===== src/rtl/ecbu_pkg.sv =====
// Shared types, constants and tables for the camera basis update block.
// Holds the microcode program, the CORDIC arctangent table and the field layout.
// No dependencies.
package ecbu_pkg;

    localparam int ANGLE_FRAC_DEF  = 16;
    localparam int VECTOR_FRAC_DEF = 14;

    localparam int DELTA_W   = 12;
    localparam int SENS_W    = 16;
    localparam int CFG_W     = 23;
    localparam int CFG_IDX_W = 1;
    localparam int COMP_W    = 16;
    localparam int YAW_OUT_W = 25;
    localparam int PIT_OUT_W = 24;
    localparam int IN_DATA_W  = 24;
    localparam int OUT_DATA_W = 184;

    localparam logic [CFG_IDX_W-1:0] CFG_SENSITIVITY = 1'b0;
    localparam logic [CFG_IDX_W-1:0] CFG_PITCH_LIMIT = 1'b1;
    localparam logic [SENS_W-1:0]    SENS_RST        = 16'd5898;

    // CORDIC: angles in degrees with 24 fractional bits, x/y in Q30
    localparam int CORDIC_STEPS = 24;
    localparam int CNT_W        = 5;
    localparam int ZB           = 24;
    localparam int ZW           = 34;
    localparam int XW           = 33;
    localparam int TRIG_W       = 32;
    localparam int ATAN_W       = 30;
    localparam logic signed [XW-1:0] CORDIC_X0 = 33'sd652032874;

    function automatic logic [ATAN_W-1:0] atan_deg(input logic [CNT_W-1:0] idx);
        logic [ATAN_W-1:0] v;
        unique case (idx)
            5'd0:  v = 30'd754974720;
            5'd1:  v = 30'd445687602;
            5'd2:  v = 30'd235489088;
            5'd3:  v = 30'd119537938;
            5'd4:  v = 30'd60000934;
            5'd5:  v = 30'd30029717;
            5'd6:  v = 30'd15018523;
            5'd7:  v = 30'd7509720;
            5'd8:  v = 30'd3754917;
            5'd9:  v = 30'd1877466;
            5'd10: v = 30'd938734;
            5'd11: v = 30'd469367;
            5'd12: v = 30'd234684;
            5'd13: v = 30'd117342;
            5'd14: v = 30'd58671;
            5'd15: v = 30'd29335;
            5'd16: v = 30'd14668;
            5'd17: v = 30'd7334;
            5'd18: v = 30'd3667;
            5'd19: v = 30'd1833;
            5'd20: v = 30'd917;
            5'd21: v = 30'd458;
            5'd22: v = 30'd229;
            5'd23: v = 30'd115;
            default: v = '0;
        endcase
        return v;
    endfunction

    typedef enum logic [2:0] {
        SEQ_NEXT,
        SEQ_WAIT_IN,
        SEQ_LOOP,
        SEQ_WAIT_OUT,
        SEQ_RESTART
    } t_seq_op;

    typedef enum logic [2:0] {
        MUL_NONE,
        MUL_DX,
        MUL_DY,
        MUL_CYCP,
        MUL_SYCP,
        MUL_CYSP,
        MUL_SYSP
    } t_mul_sel;

    typedef enum logic [1:0] {
        ALU_NOP,
        ALU_YADD,
        ALU_MOD,
        ALU_YSET
    } t_alu_op;

    typedef enum logic [2:0] {
        RND_NONE,
        RND_FWD_X,
        RND_FWD_Z,
        RND_UP_X,
        RND_UP_Z
    } t_rnd_dst;

    typedef struct packed {
        t_seq_op    seq;
        t_mul_sel   mul;
        t_alu_op    alu;
        logic [1:0] mod_k;
        logic       pitch_upd;
        logic       cordic_load;
        logic       cordic_run;
        logic       trig_store;
        logic       q30_store;
        t_rnd_dst   rnd;
    } t_ucode;

    typedef struct packed {
        logic in_valid;
        logic cordic_last;
        logic out_free;
    } t_cond;

    typedef struct packed {
        logic in_ready;
        logic out_load;
    } t_seq_hs;

    typedef struct packed {
        logic [COMP_W-1:0]    fwd_x;
        logic [COMP_W-1:0]    fwd_y;
        logic [COMP_W-1:0]    fwd_z;
        logic [COMP_W-1:0]    right_x;
        logic [COMP_W-1:0]    right_z;
        logic [COMP_W-1:0]    up_x;
        logic [COMP_W-1:0]    up_y;
        logic [COMP_W-1:0]    up_z;
        logic [YAW_OUT_W-1:0] yaw_out;
        logic [PIT_OUT_W-1:0] pitch_out;
    } t_result;

    localparam int UPC_W = 5;
    localparam logic [UPC_W-1:0] UPC_WAIT_IN  = 5'd0;
    localparam logic [UPC_W-1:0] UPC_MUL_DX   = 5'd1;
    localparam logic [UPC_W-1:0] UPC_YAW_ADD  = 5'd2;
    localparam logic [UPC_W-1:0] UPC_MOD8     = 5'd3;
    localparam logic [UPC_W-1:0] UPC_MOD4     = 5'd4;
    localparam logic [UPC_W-1:0] UPC_MOD2     = 5'd5;
    localparam logic [UPC_W-1:0] UPC_MOD1     = 5'd6;
    localparam logic [UPC_W-1:0] UPC_YAW_SET  = 5'd7;
    localparam logic [UPC_W-1:0] UPC_CORD_LD  = 5'd8;
    localparam logic [UPC_W-1:0] UPC_CORD_RUN = 5'd9;
    localparam logic [UPC_W-1:0] UPC_TRIG     = 5'd10;
    localparam logic [UPC_W-1:0] UPC_PROD0    = 5'd11;
    localparam logic [UPC_W-1:0] UPC_PROD1    = 5'd12;
    localparam logic [UPC_W-1:0] UPC_PROD2    = 5'd13;
    localparam logic [UPC_W-1:0] UPC_PROD3    = 5'd14;
    localparam logic [UPC_W-1:0] UPC_RND_LAST = 5'd15;
    localparam logic [UPC_W-1:0] UPC_WAIT_OUT = 5'd16;

    localparam t_ucode UC_NOP = '{
        seq: SEQ_NEXT, mul: MUL_NONE, alu: ALU_NOP, mod_k: 2'd0,
        pitch_upd: 1'b0, cordic_load: 1'b0, cordic_run: 1'b0,
        trig_store: 1'b0, q30_store: 1'b0, rnd: RND_NONE
    };

    // Control store: one word per step
    function automatic t_ucode ucode(input logic [UPC_W-1:0] pc);
        t_ucode w;
        w = UC_NOP;
        unique case (pc)
            UPC_WAIT_IN:  w.seq = SEQ_WAIT_IN;
            UPC_MUL_DX:   w.mul = MUL_DX;
            UPC_YAW_ADD: begin
                w.alu = ALU_YADD;
                w.mul = MUL_DY;
            end
            UPC_MOD8: begin
                w.alu       = ALU_MOD;
                w.mod_k     = 2'd3;
                w.pitch_upd = 1'b1;
            end
            UPC_MOD4: begin
                w.alu   = ALU_MOD;
                w.mod_k = 2'd2;
            end
            UPC_MOD2: begin
                w.alu   = ALU_MOD;
                w.mod_k = 2'd1;
            end
            UPC_MOD1: begin
                w.alu   = ALU_MOD;
                w.mod_k = 2'd0;
            end
            UPC_YAW_SET:  w.alu = ALU_YSET;
            UPC_CORD_LD:  w.cordic_load = 1'b1;
            UPC_CORD_RUN: begin
                w.seq        = SEQ_LOOP;
                w.cordic_run = 1'b1;
            end
            UPC_TRIG:     w.trig_store = 1'b1;
            UPC_PROD0: begin
                w.mul       = MUL_CYCP;
                w.q30_store = 1'b1;
            end
            UPC_PROD1: begin
                w.mul = MUL_SYCP;
                w.rnd = RND_FWD_X;
            end
            UPC_PROD2: begin
                w.mul = MUL_CYSP;
                w.rnd = RND_FWD_Z;
            end
            UPC_PROD3: begin
                w.mul = MUL_SYSP;
                w.rnd = RND_UP_X;
            end
            UPC_RND_LAST: w.rnd = RND_UP_Z;
            UPC_WAIT_OUT: w.seq = SEQ_WAIT_OUT;
            default:      w.seq = SEQ_RESTART;
        endcase
        return w;
    endfunction

endpackage


===== src/rtl/ecbu_seq.sv =====
// Microcode sequencer: step counter over the control store in ecbu_pkg.
// Issues one control word per cycle and handles waits and the CORDIC loop.
module ecbu_seq
    import ecbu_pkg::*;
(
    input  logic    i_clk,
    input  logic    i_rst_n,
    input  t_cond   i_cond,
    output t_ucode  o_ctrl,
    output t_seq_hs o_hs
);

    logic [UPC_W-1:0] r_pc;
    logic [UPC_W-1:0] n_pc;
    t_ucode           w;

    always_ff @(posedge i_clk) begin
        if (!i_rst_n) begin
            r_pc <= UPC_WAIT_IN;
        end else begin
            r_pc <= n_pc;
        end
    end

    always_comb begin
        w             = ucode(r_pc);
        o_hs.in_ready = (w.seq == SEQ_WAIT_IN);
        o_hs.out_load = (w.seq == SEQ_WAIT_OUT) && i_cond.out_free;
        n_pc          = r_pc;
        unique case (w.seq)
            SEQ_NEXT:     n_pc = r_pc + 1'b1;
            SEQ_WAIT_IN:  if (i_cond.in_valid) n_pc = r_pc + 1'b1;
            SEQ_LOOP:     if (i_cond.cordic_last) n_pc = r_pc + 1'b1;
            SEQ_WAIT_OUT: if (i_cond.out_free) n_pc = UPC_WAIT_IN;
            SEQ_RESTART:  n_pc = UPC_WAIT_IN;
            default:      n_pc = UPC_WAIT_IN;
        endcase
    end

    assign o_ctrl = w;

endmodule


===== config.mk =====
export PLATFORM = sky130hd
export DESIGN_NAME = ecbu_seq
export DESIGN_NICKNAME = d
export VERILOG_FILES = /design/src/rtl/ecbu_pkg.sv /design/src/rtl/ecbu_seq.sv
export SDC_FILE = /design/constraint.sdc
export NUM_CORES = 1
export LEC_CHECK = 0
export BUFFER_PORTS_ARGS = -buffer_cell sky130_fd_sc_hd__buf_2
export CELL_PAD_IN_SITES_DETAIL_PLACEMENT = 0
export CELL_PAD_IN_SITES_GLOBAL_PLACEMENT = 2
export CORE_UTILIZATION = 23
export DETAILED_ROUTE_END_ITERATION = 10
export GPL_ROUTABILITY_DRIVEN = 0
export PLACE_DENSITY_LB_ADDON = 0.25
export REMOVE_ABC_BUFFERS = 1
export SLEW_MARGIN = 0
export SYNTH_ARGS = -nofsm -noshare
export SYNTH_HDL_FRONTEND = slang
export SYNTH_SLANG_ARGS = --single-unit

===== constraint.sdc =====
create_clock -name i_clk -period 1.6 [get_ports i_clk]
set_input_delay 0 -clock i_clk [delete_from_list [all_inputs] [get_ports i_clk]]
set_output_delay 0 -clock i_clk [all_outputs]
set_load 0.02 [all_outputs]

==> results.txt <==
----------------------------------------------------
[Status]
  Run status ... finished with violations
  Violations in the final reports ... negative setup slack

[Cells and area]
  FF/Latch Area ... about 110 µm²
  Layout overhead on the synthesized area ... 61.1%
  Largest register FFs ... 5
  Area used by multi-input combinational logic ... about 560 µm²
  Largest Register ... r_pc
  Utilization of the core after routing ... about two fifths
  Commonest non-fill, non-tap cell in the layout ... sky130_fd_sc_hd__buf_2
  Highest-count cells in the layout ignoring fill and taps ... 23 x sky130_fd_sc_hd__buf_2, 22 x sky130_fd_sc_hd__buf_4, 12 x sky130_fd_sc_hd__nand2_1, 8 x sky130_fd_sc_hd__nor2_1, 6 x sky130_fd_sc_hd__a21oi_1
  Leading registers by flop count ... r_pc x5
  Share of layout cells above drive strength 1 ... between 50% and 60%
  # nets final ... between 100 and 150
  Ant. Diodes ... 0
  Number of fill cells in the layout ... 282

[Critical path]
  Classification of the worst setup path ... register to output port
  CP Max Fanout ... 6
  Critical-path top delay cell ... sky130_fd_sc_hd__dfxtp_4
  Worst reg-to-reg path cell count ... 7
  Data required time at the worst endpoint ... about 1.6 ns
  RR Endpoint ... r_pc[2]
  Endpoint kind of the worst setup timing path ... output port
  Worst reg2reg startpoint ... r_pc[1]
  Cell-by-cell trace of the critical path ... inv_4 -> ha_4 -> a211oi_2 -> nor3_2 -> o21ai_2 -> and2_4 -> buf_6
  Worst reg-to-reg setup slack ... roughly 0.070 ns
  Critical path data arrival time ... approximately 1.6 ns
  Crit-path max cell delay ... between 0.3 and 0.4 ns
  Worst setup SP type ... register

[Clocking]
  Buffer depth of the longest clock path ... 2
  Clock latency on the worst-skew pair ... between 0.2 and 0.25 ns
  TritonCTS buffer count ... 3
  TritonCTS clock tree ... yes
  Clock root buffer ... sky130_fd_sc_hd__clkbuf_4
  Hold bufs inserted after CTS ... 0
  CTS H-tree lvls ... 1
  Clock transition at the registers of the reported paths ... 0.04 ns
  Total clock sinks ... 5

[Logic synthesis]
  Adder-Cell Fraction of Synth Area ... under 10%
  Synthesized-area fraction occupied by and/or/nand/nor cells ... between 30% and 40%
  Most common flop cell mapped by yosys ... sky130_fd_sc_hd__dfxtp_1
  Count of warnings emitted by yosys ... 0
  Number of distinct library cells after synthesis ... 35
  Share of cell area taken by muxes after synthesis ... 3.05%
  XOR/XNOR share of the synthesized area ... under 10%
  Register bit total from synthesis ... 5
  Compound-cell area share of the yosys netlist ... between 10% and 20%
  Largest family of logic cells by synthesized area ... simple AND/OR/NAND/NOR gates
  Synthesized area ... around 660 µm²
  Ys async rst share ... 0%
  Average cell area after synthesis ... 7.38 µm²
  Share of the yosys chip area belonging to registers ... between 15 and 20%
  Count of flip-flops with a built-in enable after synthesis ... 0
  Gate count of the mapped netlist ... 89

[Job]
  Maximum capacitance violations ... 0

[Power]
  Leakage ... between 0.5 and 0.6 nW
  P_sw ... 0.000728 W
  Share of total power in combinational logic ... 76.8%
  Switch share ... 46.7%
  Internal power ... 0.000832 W
  Clock network fraction of total power ... a little under a tenth
  Total power divided by cell area ... around 1500 nW/µm²
  Worst VDD drop ... around 0.00075 V
  Power Total ... 0.00156 W
  Share of power burned in registers ... 14.1%

[Timing]
  Finish-stage setup viols ... 1
  Number of slew-limit violations in the final report ... 0
  Final-layout worst hold slack ... 0.0554 ns
  Worst rel slew slack ... 81.2%
  Minimum clock period after layout ... 1.60 ns
  Worst clock skew on the final layout ... 0.00248 ns
  RSZ-0062 raised after global routing ... yes
  Max Clk Rate ... ~620 MHz
  Final hold violations ... 0
  Slew at the pin with the worst max-slew slack ... around 0.28 ns
  Final clock period utilization by the worst path ... 100%
  Worst Setup Slack, final ... -0.00250 ns

[Detailed routing]
  Final routed wirelength across all metal layers ... between 1500 and 2000 µm
  Count of vias placed by the detailed router ... 767
  Remaining antenna violation count ... 0
  Count of unresolved DRC violations after routing ... 0
  DR iter-0 viols ... 5
  Avg WL per Cell ... about 12 µm
  1st-pass router iterations ... 4
  Via/cell ratio ... 4.68

[Global routing]
  Number of global-route vias before repair ... 708
  Antenna violations before repair ... 0
  Total global routing overflow ... 0
  Largest net degree at the start of global routing ... 8
  Global-route wire length before repair ... ~3100 µm
  GRT Resource Usage Total ... approximately an eighth

[Die]
  Row cnt ... 19
  Area of the core ... 2730 µm²
  Chip width ... approximately 55 µm
  Total I/O pin count ... 25
  Total Die Area ... roughly 3100 µm²
  Initial Util ... 24.0%
  Die Y-Extent ... roughly 55 µm

[Hold path]
  Hold/Removal Path Class ... input pin to register
  End point of the worst hold path ... r_pc[3]
  Number of instances on the worst hold path ... 3
  Worst hold start ... i_rst_n

[Place]
  Number of input and output port buffers inserted ... 24
  Half-perimeter wire length of the detailed placement result ... 1480 µm

----------------------------------------------------
logic make-up after synthesis:
family	count (synthesis)
DFF	5
and+or+nand+nor	45
muxes	2
xor gates and xnor gates	2
buffers and inverters	13
adders and majority gates	5
AOI/OAI and AO/OA	17
how the worst max path moves through the flow:
stage                  from          to  slack [ns]  cells after the start
floorplan           r_pc[0]     r_pc[2]       -0.18                      7
global placement    r_pc[0]     r_pc[2]       -0.05                      7
detailed placement  r_pc[0]     r_pc[2]       -0.03                      7
CTS                 r_pc[0]  o_ctrl[10]        0.02                      7
global route        r_pc[1]  o_ctrl[17]       -0.07                      7
finish              r_pc[1]  o_ctrl[17]      -0.002                      7
worst max-delay path: cells and delay by family, from the launching register on:
| kind | cells | cell delay [ns] |
|---|---|---|
| fa+ha+maj | 1 | 0.18 |
| buf+inv | 2 | 0.16 |
| flops | 1 | 0.38 |
| simple gates | 2 | 0.25 |
| compound gates | 2 | 0.40 |
layer usage:
metal	up-vias	GRT usage (%)	part of all wire, %
met2	15	21.9	49
met1	357	14.7	48
met4	0	6.43	0
met5	-	0	0
met3	0	1.87	3.0
li1	395	-	-
power by group through the flow:
stage	Clock, W	Combinational, W	Sequential, W
3_3_place_gp	0	0.00108	0.000189
5_1_grt	0.000166	0.00129	0.000225
3_5_place_dp	0	0.00107	0.000189
2_1_floorplan	0	0.000621	0.000204
4_1_cts	0.000153	0.00119	0.000217
6_report	0.000143	0.00120	0.000220
layout make-up:
type	instances	share of cell area, %
well taps	31	3.66
inverters	7	3.19
clock buffers	4	2.48
flip-flops and latches	5	10.2
multi-input cells	71	53.0
repair buffers	46	27.5
Yosys cell counts (2+ instances only):
library cell	count	area share [%]
sky130_fd_sc_hd__nand4bb_1	2	3.4
sky130_fd_sc_hd__and2_1	3	2.9
sky130_fd_sc_hd__buf_6	2	3.4
sky130_fd_sc_hd__dfxtp_1	5	15
sky130_fd_sc_hd__nor2_1	10	5.7
sky130_fd_sc_hd__inv_4	2	1.9
sky130_fd_sc_hd__nand2_1	12	6.9
sky130_fd_sc_hd__nor3_1	6	4.6
sky130_fd_sc_hd__mux2i_1	2	3.0
sky130_fd_sc_hd__xnor2_1	2	2.7
sky130_fd_sc_hd__ha_1	5	9.5
sky130_fd_sc_hd__o22ai_1	2	1.9
sky130_fd_sc_hd__buf_4	2	2.3
sky130_fd_sc_hd__a21oi_1	6	4.6
sky130_fd_sc_hd__inv_1	5	2.9
sky130_fd_sc_hd__nand3_1	3	2.3
sky130_fd_sc_hd__clkbuf_1	2	1.1
stage by stage:
stage / instances / cell area, µm² / setup TNS [ns] / setup WS (ns)
final: 164 / 1060 / -0.00250 / -0.00250
after global routing: 164 / 1060 / -0.220 / -0.0713
after CTS: 164 / 1050 / 0 / 0.0151
after detailed placement: 160 / 936 / -0.0909 / -0.0335
after global placement: 160 / 936 / -0.111 / -0.0477
after floorplan: 83 / 612 / -0.520 / -0.177
repair_timing:
action	in CTS	in global routing
gates resized for setup	22	2
setup endpoints to repair	9	10
pin swaps	5	1
setup buffers	0	0
Note: power is estimated with default switching activity, not from simulation.
